`src/rtl/tgr_pkg.sv`:
```
`timescale 1ns / 1ps
`default_nettype none
// ----------------------------------------------------------------------------
// Tile grid collision package
// Shared widths, codes and the command and status bundles that pass between
// the controller and the datapath.
// ----------------------------------------------------------------------------
package tgr_pkg;

   localparam int POS_W      = 16;  // pixel or cell position
   localparam int SIZE_W     = 15;  // rectangle size
   localparam int TILE_W     = 16;  // tile id on the ports
   localparam int CDIM_W     = 11;  // cell size in pixels
   localparam int MAP_W      = 7;   // map size in cells
   localparam int DVD_W      = 18;  // signed dividend and quotient
   localparam int CELL_W     = 19;  // signed cell coordinate after offset
   localparam int NCNT_W     = 17;  // vertex count along one axis
   localparam int PROD_W     = 2 * NCNT_W;
   localparam int CSR_IDX_W  = 3;
   localparam int CSR_DATA_W = 16;

   typedef enum logic [1:0] {
      MODE_WRITE = 2'd0,
      MODE_READ  = 2'd1,
      MODE_FAST  = 2'd2,
      MODE_FULL  = 2'd3
   } mode_type;

   typedef enum logic [CSR_IDX_W-1:0] {
      CSR_CELL_WIDTH  = 3'd0,
      CSR_CELL_HEIGHT = 3'd1,
      CSR_OFFSET_X    = 3'd2,
      CSR_OFFSET_Y    = 3'd3,
      CSR_MAP_WIDTH   = 3'd4,
      CSR_MAP_HEIGHT  = 3'd5
   } csr_index_type;

   // Operand pair fed to the shared divider, and where its quotient lands.
   typedef enum logic [2:0] {
      DIV_X1 = 3'd0,
      DIV_Y1 = 3'd1,
      DIV_X2 = 3'd2,
      DIV_Y2 = 3'd3,
      DIV_NX = 3'd4,
      DIV_NY = 3'd5,
      DIV_PX = 3'd6,
      DIV_PY = 3'd7
   } div_sel_type;

   typedef struct packed {
      logic        load;
      logic        div_start;
      div_sel_type div_sel;
      logic        addr_corner;
      logic [1:0]  corner;
      logic        wr_cell;
      logic        clear_wr;
      logic        row_init;
      logic        row_next;
      logic        col_init;
      logic        col_next;
      logic        mul;
      logic        finish;
      logic        res_hit;
      logic        res_ovf;
      logic        res_rd;
   } tgr_cmd_type;

   typedef struct packed {
      logic div_done;
      logic in_bounds;
      logic fast_ok;
      logic rd_nonzero;
      logic clear_last;
      logic vert_ovf;
      logic row_end;
      logic col_end;
   } tgr_sts_type;

   // True when a signed cell coordinate lies in [0, lim).
   function automatic logic in_span(logic signed [CELL_W-1:0] c, logic [MAP_W-1:0] lim);
      logic [CELL_W-2:0] lim_ext;
      lim_ext = {{(CELL_W-1-MAP_W){1'b0}}, lim};
      return !c[CELL_W-1] && (c[CELL_W-2:0] < lim_ext);
   endfunction

endpackage
`default_nettype wire

```
`src/rtl/tgr_ctrl.sv`:
```
`timescale 1ns / 1ps
`default_nettype none
// ----------------------------------------------------------------------------
// Tile grid controller
// Sequences the clearing pass and the four transaction modes.
// ----------------------------------------------------------------------------
module tgr_ctrl import tgr_pkg::*; (
   input  wire logic        clock,
   input  wire logic        reset,
   input  wire logic        start,
   input  wire logic [1:0]  req_mode,
   input  wire tgr_sts_type sts,
   output tgr_cmd_type      cmd,
   output logic             busy
);

   typedef enum logic [17:0] {
      S_CLEAR  = 18'h00001,
      S_IDLE   = 18'h00002,
      S_WR     = 18'h00004,
      S_RD     = 18'h00008,
      S_RDWAIT = 18'h00010,
      S_FDIV   = 18'h00020,
      S_FBND   = 18'h00040,
      S_FREAD  = 18'h00080,
      S_FCHK   = 18'h00100,
      S_NDIV   = 18'h00200,
      S_MUL    = 18'h00400,
      S_OVCHK  = 18'h00800,
      S_ROW    = 18'h01000,
      S_PYDIV  = 18'h02000,
      S_COL    = 18'h04000,
      S_PXDIV  = 18'h08000,
      S_VREAD  = 18'h10000,
      S_VCHK   = 18'h20000
   } state_type;

   state_type  state_ff, state_in;
   logic [1:0] k_ff, k_in;
   logic       launched_ff, launched_in;

   always_comb begin
      cmd         = '0;
      cmd.corner  = k_ff;
      state_in    = state_ff;
      k_in        = k_ff;
      launched_in = launched_ff;

      // Any divide state starts the divider once and waits for its done.
      if (state_ff == S_FDIV || state_ff == S_NDIV ||
          state_ff == S_PYDIV || state_ff == S_PXDIV) begin
         if (!launched_ff) begin
            cmd.div_start = 1'b1;
            launched_in   = 1'b1;
         end
         if (sts.div_done) begin
            launched_in = 1'b0;
         end
      end

      case (state_ff)
         S_CLEAR: begin
            cmd.clear_wr = 1'b1;
            if (sts.clear_last) begin
               state_in = S_IDLE;
            end
         end
         S_IDLE: begin
            if (start) begin
               cmd.load = 1'b1;
               k_in     = '0;
               case (mode_type'(req_mode))
                  MODE_WRITE: state_in = S_WR;
                  MODE_READ:  state_in = S_RD;
                  MODE_FAST:  state_in = S_FDIV;
                  default:    state_in = S_NDIV;
               endcase
            end
         end
         S_WR: begin
            cmd.finish  = 1'b1;
            cmd.wr_cell = sts.in_bounds;
            cmd.res_hit = sts.in_bounds;
            state_in    = S_IDLE;
         end
         S_RD: begin
            if (sts.in_bounds) begin
               state_in = S_RDWAIT;
            end else begin
               cmd.finish = 1'b1;
               state_in   = S_IDLE;
            end
         end
         S_RDWAIT: begin
            cmd.finish = 1'b1;
            cmd.res_rd = 1'b1;
            state_in   = S_IDLE;
         end
         S_FDIV: begin
            case (k_ff)
               2'd0:    cmd.div_sel = DIV_X1;
               2'd1:    cmd.div_sel = DIV_Y1;
               2'd2:    cmd.div_sel = DIV_X2;
               default: cmd.div_sel = DIV_Y2;
            endcase
            if (sts.div_done) begin
               k_in = k_ff + 2'd1;
               if (k_ff == 2'd3) begin
                  state_in = S_FBND;
               end
            end
         end
         S_FBND: begin
            if (sts.fast_ok) begin
               state_in = S_FREAD;
            end else begin
               cmd.finish = 1'b1;
               state_in   = S_IDLE;
            end
         end
         S_FREAD: begin
            cmd.addr_corner = 1'b1;
            state_in        = S_FCHK;
         end
         S_FCHK: begin
            if (sts.rd_nonzero || k_ff == 2'd3) begin
               cmd.finish  = 1'b1;
               cmd.res_hit = sts.rd_nonzero;
               state_in    = S_IDLE;
            end else begin
               k_in     = k_ff + 2'd1;
               state_in = S_FREAD;
            end
         end
         S_NDIV: begin
            cmd.div_sel = k_ff[0] ? DIV_NY : DIV_NX;
            if (sts.div_done) begin
               k_in = 2'd1;
               if (k_ff[0]) begin
                  state_in = S_MUL;
               end
            end
         end
         S_MUL: begin
            cmd.mul  = 1'b1;
            state_in = S_OVCHK;
         end
         S_OVCHK: begin
            if (sts.vert_ovf) begin
               cmd.finish  = 1'b1;
               cmd.res_ovf = 1'b1;
               state_in    = S_IDLE;
            end else begin
               cmd.row_init = 1'b1;
               state_in     = S_ROW;
            end
         end
         S_ROW: begin
            if (sts.row_end) begin
               cmd.finish = 1'b1;
               state_in   = S_IDLE;
            end else begin
               state_in = S_PYDIV;
            end
         end
         S_PYDIV: begin
            cmd.div_sel = DIV_PY;
            if (sts.div_done) begin
               cmd.col_init = 1'b1;
               state_in     = S_COL;
            end
         end
         S_COL: begin
            if (sts.col_end) begin
               cmd.row_next = 1'b1;
               state_in     = S_ROW;
            end else begin
               state_in = S_PXDIV;
            end
         end
         S_PXDIV: begin
            cmd.div_sel = DIV_PX;
            if (sts.div_done) begin
               state_in = S_VREAD;
            end
         end
         S_VREAD: begin
            if (sts.in_bounds) begin
               state_in = S_VCHK;
            end else begin
               cmd.col_next = 1'b1;
               state_in     = S_COL;
            end
         end
         S_VCHK: begin
            if (sts.rd_nonzero) begin
               cmd.finish  = 1'b1;
               cmd.res_hit = 1'b1;
               state_in    = S_IDLE;
            end else begin
               cmd.col_next = 1'b1;
               state_in     = S_COL;
            end
         end
         default: state_in = S_IDLE;
      endcase
   end

   always_ff @(posedge clock) begin
      if (reset) begin
         state_ff    <= S_CLEAR;
         k_ff        <= '0;
         launched_ff <= 1'b0;
      end else begin
         state_ff    <= state_in;
         k_ff        <= k_in;
         launched_ff <= launched_in;
      end
   end

   assign busy = state_ff != S_IDLE;

endmodule
`default_nettype wire

```
`config.mk`:
```
export PLATFORM = sky130hd
export DESIGN_NAME = tgr_ctrl
export DESIGN_NICKNAME = d
export VERILOG_FILES = /design/src/rtl/tgr_pkg.sv /design/src/rtl/tgr_ctrl.sv
export SDC_FILE = /design/constraint.sdc
export NUM_CORES = 1
export LEC_CHECK = 0
export BUFFER_PORTS_ARGS = -buffer_cell sky130_fd_sc_hd__buf_4
export CORE_MARGIN = 10
export CORE_UTILIZATION = 55
export DETAILED_ROUTE_END_ITERATION = 6
export PLACE_DENSITY_LB_ADDON = 0.05
export SLEW_MARGIN = 20
export SYNTH_ARGS = -nofsm -noshare
export SYNTH_HDL_FRONTEND = slang
export SYNTH_SLANG_ARGS = --single-unit
```
`constraint.sdc`:
```
create_clock -name clock -period 5.84 [get_ports clock]
set_clock_uncertainty 0.05 [all_clocks]
set_input_delay 0 -clock clock [delete_from_list [all_inputs] [get_ports clock]]
set_output_delay 0 -clock clock [all_outputs]
set_load 0.01 [all_outputs]
```
==> results of run 1 <==
-- repair_timing --
item / in CTS / in global routing
hold endpoints to repair: 13 / 0
endpoints found under the setup margin: 0 / 0
hold buffers: 12 / 0
-- sequential cells by signal, indices dropped and copies added (netlist names) --
register,count
k_ff,2
launched_ff,1
state_ff,18
-- worst register-to-register path, stage by stage, from the launching register on --
cell and delay (ns):
dfxtp_1 0.40, nor4_4 0.58, nand3_2 0.19, or4_1 0.75, nand3_1 0.21, nor2_1 0.06, a211oi_1 0.20, dlygate4sd3_1 0.57
-- cell type report --
cell class	count	area, um2
Fill cell	225	764
Inverter	6	22.5
Timing Repair Buffer	45	368
Multi-Input combinational cell	171	1090
Tap cell	31	38.8
Sequential cell	21	420
Clock buffer	4	26.3
-- cells in the mapped netlist, drive strengths merged, types with 2 or more instances --
cell,number
inv,6
a21oi,10
or4b,3
and2,3
nor4,15
nand4,8
nor4b,2
nand4b,3
nor2,30
o21ai,11
a31oi,3
ha,3
nor3,13
clkbuf,5
or2,4
buf,3
o22ai,3
nand3,4
nand2b,13
a211oi,2
dfxtp,21
o32ai,3
nand2,11
or3,6
or4,5
-- per-stage QoR --
stage	cells	hold WS [ns]	instance area, um2	power, mW	worst slack [ns]
after CTS	278	0.0830	1970	0.292	2.84
after global placement	262	0.131	1820	0.213	3.30
final	278	0.0888	1970	0.292	2.79
after global routing	278	0.0892	1970	0.304	2.65
after detailed placement	262	0.134	1820	0.215	3.30
after floorplan	206	0.0121	1570	0.193	3.61
-- routing by layer --
layer	up-vias	share of wire
met5	-	0
met4	0	0.023
met3	12	0.092
met2	76	0.46
met1	843	0.42
li1	861	-
-- logic make-up (layout without fill, tap and decap cells) --
| group | count (synthesis) | in the layout | synth area share |
|---|---|---|---|
| adder cells (fa/ha/maj) | 3 | 3 | 0.0239 |
| AND/OR/NAND/NOR | 123 | 123 | 0.465 |
| AO/OA/AOI/OAI | 43 | 43 | 0.196 |
| buffers and inverters | 14 | 55 | 0.0374 |
| flip-flops | 21 | 21 | 0.267 |
| XOR/XNOR | 2 | 2 | 0.0111 |
-- power breakdown --
group / switching (mW) / total (mW) / leakage, nW / internal [mW]
logic: 0.0398 / 0.0679 / 0.580 / 0.0281
clock network: 0.0472 / 0.0739 / 0.0150 / 0.0267
registers: 0.00514 / 0.151 / 0.170 / 0.146
-- how the worst min path moves through the flow --
stage	from	depth (start not counted)	endpoint
finish	sts[4]	5	state_ff[14]
global route	sts[4]	5	state_ff[14]
CTS	sts[4]	5	state_ff[14]
detailed placement	req_mode[1]	2	state_ff[3]
global placement	req_mode[1]	2	state_ff[3]
floorplan	sts[2]	1	cmd[8]
==> summary.txt, run 1 <==
Run status
  – Status: finished, final reports clean

Route
  – Wire per inst: between 15 and 20 um
  – Vias/cell: 6.45
  – Detail Route Antenna Nets: 0
  – Drt drc: 0
  – Routed wire length: approximately 5000 um
  – DRT Pass-1 Iters: 4
  – Vias: around 1800
  – DRT iter0 DRCs: ~160

Critical path
  – Worst flop-to-flop path endpoint: launched_ff
  – CP max FO: 9
  – R2R setup slack: roughly 2.8 ns
  – Crit Path Category: flip-flop to flip-flop
  – Register-to-Register Path Depth: 7
  – CP Cell Sequence: nor4_4 -> nand3_2 -> or4_1 -> nand3_1 -> nor2_1 -> a211oi_1 -> dlygate4sd3_1
  – Slowest cell on the critical path: or4_1
  – Crit path to: launched_ff
  – Largest delay share family, worst path: simple AND/OR/NAND/NOR gates
  – CP bufs+invs: 1
  – Worst setup EP type: flip-flop
  – CP Launch Type: flip-flop
  – Worst r2r src: state_ff[10]
  – Arrival time at the worst endpoint: 3.26 ns
  – CP Data Required Time: around 6.1 ns
  – Crit path depth: 7
  – Crit-path max cell delay: about 0.75 ns
  – Worst Setup SP: state_ff[10]

Floorplan
  – FP Rows: 19
  – Die Area: about 0.0054 mm2
  – Core Area: about 0.0027 mm2
  – Die height: around 73 um
  – DIE WIDTH: between 70 and 80 um
  – I/O Pins: 33
  – Initial Util: 0.575

GRT
  – GRT Residual Overflow: 0
  – Met2 Track Usage GR: 0.296
  – Largest net degree at the start of global routing: 13
  – GR Layer Usage met1: 0.224
  – Met3 Usage GRT: 0.0498
  – Initial antenna violation count: 0
  – Busiest layer in global routing: met2
  – First-pass GRT wire length: between 8000 and 9000 um
  – Vias in the first global route: 1684
  – Total GRT Usage: 0.180

Synth
  – Post-synthesis cell count: ~210
  – Number of synthesized flops with an enable pin: 0
  – Top post-synthesis cells by area: dfxtp_1 (27%), nor2_1 (7.2%), nand2b_1 (5.2%), nor4_1 (4.8%), nor3_1 (4.1%)
  – Yosys cell types: 53
  – Post-synth top area share: 0.267
  – Post-synthesis register bit count: 21
  – Avg Cell Area, Syn: 7.63 um2
  – Cell taking the most area after synthesis: dfxtp_1
  – Mapped Area: 0.00157 mm2
  – Async S/R FF share, synth: 0
  – Synthesis Warnings: 0
  – Top FF cell, synth: dfxtp_1
  – Seq/Total Area, Yosys: 0.267
  – Post-Syn Nets: between 200 and 250

Finish
  – P&R area growth vs syn: 25.2%
  – Antenna fix cells: 0
  – Most frequent cells in the layout: buf_4 (33), nor2_1 (30), dfxtp_1 (21), nor3_1 (13), nand2b_1 (13)
  – Share of cells above drive strength 1: 0.206
  – Final Util: 0.720
  – Commonest non-fill, non-tap cell in the layout: buf_4
  – Nets: about 260

Pwr
  – Cell area power density: roughly 150 mW/mm2
  – Leakage power: roughly 0.76 nW
  – Max VDD drop: between 0.0001 and 0.00015 V

Clocking
  – Clock tree from TritonCTS: built
  – Clk slew on worst S/H paths: 0.12 ns
  – Post-CTS Resized: 0
  – Num CTS Buffers: 3
  – CTS Buffer Depth: 2
  – Clock latency at the later pin of the worst-skew pair: about 0.31 ns
  – Root buf cell: clkbuf_4
  – Clk sinks: 21
  – H-tree Lvls: 1
  – Post-CTS Setup Repair Bufs: 0

Timing
  – Setup violations, final: 0
  – Maximum clock frequency: approximately 0.33 GHz
  – Worst-margin pin slew: ~0.65 ns
  – Final period utilization: 0.522
  – Slew Limit Headroom: 0.560
  – Final slew viol count: 0
  – Fin Setup TNS: 0 ns
  – Unrepaired setup endpoints after global routing: no
  – Min Tclk post-route: 3.05 ns
  – Final Hold Fails: 0

Run
  – Max_cap viols: 0

Place
  – Routability cong.: approximately 0.9
  – Port Buffers: 32
  – DP Wirelength: between 3000 and 4000 um

Min path
  – HP Class: input pin to flip-flop
Power figures use the tool's default switching activity.
==> run 2, diff against run 1 <==
--- a/config.mk
+++ b/config.mk
@@ -7,7 +7,7 @@
 export LEC_CHECK = 0
 export BUFFER_PORTS_ARGS = -buffer_cell sky130_fd_sc_hd__buf_4
 export CORE_MARGIN = 10
-export CORE_UTILIZATION = 55
+export CORE_UTILIZATION = 49
 export DETAILED_ROUTE_END_ITERATION = 6
 export PLACE_DENSITY_LB_ADDON = 0.05
 export SLEW_MARGIN = 20
==> constraint.sdc (replaced) <==
create_clock -name clock -period 2.6 [get_ports clock]
set_clock_uncertainty 0.05 [all_clocks]
set_input_delay 0 -clock clock [delete_from_list [all_inputs] [get_ports clock]]
set_output_delay 0 -clock clock [all_outputs]
set_load 0.01 [all_outputs]
==> run 2 against run 1 <==
Effect of this change:
- clock power rose by 130%
- die area grew 8.8%
- final cell count grew 7.2%
- combinational power increased to 2.5 times the previous value
- highest routed layer unchanged
==> summary.txt, run 2 (synthesis gave the netlist of run 1 again) <==
Finish
  – Sequential Area: 423 um2 (+0.60%)
  – Layout Cells excl Fill: 298 (+7.2%)
  – Antenna fix cells: 0 (unchanged)
  – P&R area growth vs syn: 30.5%
  – # fillers: 289 (+28%)
  – Multi-input logic area: 0.00111 mm2 (+1.7%)
  – Share of cells above drive strength 1: 0.264 (+0.0573)
  – Top Registers: state_ff: 18 flops, k_ff: 2 flops, launched_ff: 1 flops
  – Max reg flops: 18 (unchanged)
  – Largest Register: state_ff
  – Most frequent cells in the layout: buf_4 (43), nor2_1 (29), dfxtp_1 (19), nor3_1 (13), nand2b_1 (13)
  – Nets: 271 (+2.7%)
  – Commonest non-fill, non-tap cell in the layout: buf_4
  – Final Util: 0.672 (-0.0482)

GRT
  – GRT Residual Overflow: 0 (unchanged)
  – First-pass GRT wire length: 8530 um (+6.2%)
  – Vias in the first global route: 1684 (unchanged)
  – Total GRT Usage: 0.171 (-0.00938)
  – Largest net degree at the start of global routing: 13 (unchanged)
  – Initial antenna violation count: 0 (unchanged)

Pwr
  – Clock power share: 0.246 (-0.007)
  – Sw Share: 0.318 (+0.00325)
  – Comb power frac: 0.255 (+0.023)
  – Sw Pwr: 0.216 mW (+130%)
  – Leakage power: 0.795 nW (+4.0%)
  – Reg power frac: 0.499 (-0.016)
  – Max VDD drop: 0.000253 V (+80%)
  – Cell area power density: 331 mW/mm2 (+120%)
  – Pint: 0.463 mW (+130%)

Critical path
  – Arrival time at the worst endpoint: 2.39 ns (-0.87 ns)
  – CP max FO: 9 (unchanged)
  – Worst setup EP type: output port
  – CP Cell Sequence: nor2_1 -> nand4_2 -> and2b_1 -> a221oi_1 -> o211ai_1 -> or3_1 -> buf_4
  – Worst r2r src: state_ff[12]
  – Slowest cell on the critical path: dfxtp_1
  – CP bufs+invs: 1 (unchanged)
  – Crit-path max cell delay: 0.51 ns (-0.24 ns)
  – CP Data Required Time: 2.55 ns (-3.50 ns)
  – Crit Path Category: flip-flop to output port
  – Worst flop-to-flop path endpoint: state_ff[3]
  – Register-to-Register Path Depth: 8 (+1)
  – CP Launch Type: flip-flop
  – Largest delay share family, worst path: simple AND/OR/NAND/NOR gates
  – R2R setup slack: 0.18 ns (-2.61 ns)

Route
  – DRT Pass-1 Iters: 5 (+1)
  – Drt drc: 0 (unchanged)
  – Vias: 1843 (+2.8%)
  – Vias/cell: 6.18 (-4.1%)
  – Wire per inst: 17.7 um (+1.5%)
  – DRT iter0 DRCs: 220 (+39%)
  – Routed wire length: 5290 um (+8.8%)
  – Detail Route Antenna Nets: 0 (unchanged)

Floorplan
  – DIE WIDTH: 76.7 um (+4.3%)
  – Die height: 76.7 um (+4.3%)
  – I/O Pins: 33 (unchanged)
  – FP Rows: 20 (+1)
  – Die Area: 0.00588 mm2 (+8.8%)
  – Initial Util: 0.515 (-0.0601)
  – Core Area: 0.00305 mm2 (+12%)

Timing
  – Unrepaired setup endpoints after global routing: yes
  – Final Hold Fails: 0 (unchanged)
  – Final slew viol count: 0 (unchanged)
  – Min Tclk post-route: roughly 2.4 ns
  – Final period utilization: 0.939
  – Slew Limit Headroom: 0.646 (+0.0860)
  – Fin Setup TNS: 0 ns (unchanged)
  – Maximum clock frequency: 0.409 GHz
  – Worst-margin pin slew: 0.524 ns (-0.131 ns)
  – Setup violations, final: 0 (unchanged)

Run
  – Max_cap viols: 0 (unchanged)

Clocking
  – Clock latency at the later pin of the worst-skew pair: 0.31 ns (about the same)
  – Clock tree from TritonCTS: built
  – Clk slew on worst S/H paths: 0.13 ns (about the same)
  – Clk sinks: 21 (unchanged)
  – H-tree Lvls: 1 (unchanged)
  – Root buf cell: clkbuf_4
  – Num CTS Buffers: 3 (unchanged)
  – CTS Buffer Depth: 2 (unchanged)

Min path
  – HP Class: input pin to flip-flop
  – WHS Path Cells: 4 (-1)
  – Hold path start: sts[4]
  – Hold Path End: state_ff[7]

Place
  – Inst Count DP: 279 (+6.5%)
  – Routability cong.: 0.994 (+8.4%)
  – DP Wirelength: 3920 um (+6.1%)
  – Port Buffers: 32 (unchanged)

Run status
  – Status: finished, final reports clean
[run 2: per-stage QoR]
stage,hold WS (ns),cell area [um2],power (mW),setup slack (ns)
3_5_place_dp,0.138,1870,0.488,0.167
2_1_floorplan,0.0121,1570,0.433,0.369
5_1_grt,0.0469,2050,0.710,0.00615
6_report,0.0383,2050,0.679,0.157
4_1_cts,0.0233,1990,0.663,0.0491
3_3_place_gp,0.138,1870,0.487,0.210
[run 2: routing by layer]
layer  share of wire  up-vias  track usage
li1                -      884            -
met1            0.42      846        0.214
met2            0.48      102        0.273
met3           0.078       11       0.0490
met4           0.014        0       0.0595
met5               0        -            0
[run 2: timing repair]
action	in CTS	in global routing
endpoints found under the setup margin	0	11
resized for setup	0	6
hold buffers	9	0
hold endpoints to repair	13	0
setup buffers	0	6
[run 2: area by class of cell]
| cell class | instances | share of cell area |
|---|---|---|
| Sequential cell | 21 | 0.206 |
| Timing Repair Buffer | 52 | 0.201 |
| Tap cell | 44 | 0.0268 |
| Clock buffer | 4 | 0.0128 |
| Multi-Input combinational cell | 171 | 0.542 |
| Inverter | 6 | 0.0110 |
[run 2: power groups by stage]
stage | Combinational (mW) | Clock, mW | Sequential, mW
after global placement | 0.142 | 0 | 0.345
after global routing | 0.187 | 0.183 | 0.340
final | 0.173 | 0.167 | 0.339
after detailed placement | 0.143 | 0 | 0.345
after CTS | 0.155 | 0.171 | 0.338
after floorplan | 0.0954 | 0 | 0.338
[run 2: worst register-to-register path: stages (launching register included)]
cell      delay, ns
dfxtp_1        0.49
nor4_2         0.09
buf_4          0.19
nand4_1        0.24
buf_4          0.18
o22ai_1        0.09
nor4_1         0.33
nand2b_1       0.34
nor4b_1        0.33
[run 2: worst max path at each step]
| stage | from | endpoint | slack [ns] | cells past startpoint |
|---|---|---|---|---|
| finish | state_ff[2] | cmd[3] | 0.16 | 7 |
| detailed placement | state_ff[12] | state_ff[13] | 0.17 | 7 |
| floorplan | state_ff[8] | state_ff[9] | 0.37 | 6 |
| global placement | state_ff[12] | state_ff[15] | 0.21 | 7 |
| global route | state_ff[2] | cmd[3] | 0.006 | 7 |
| CTS | state_ff[12] | cmd[3] | 0.05 | 8 |
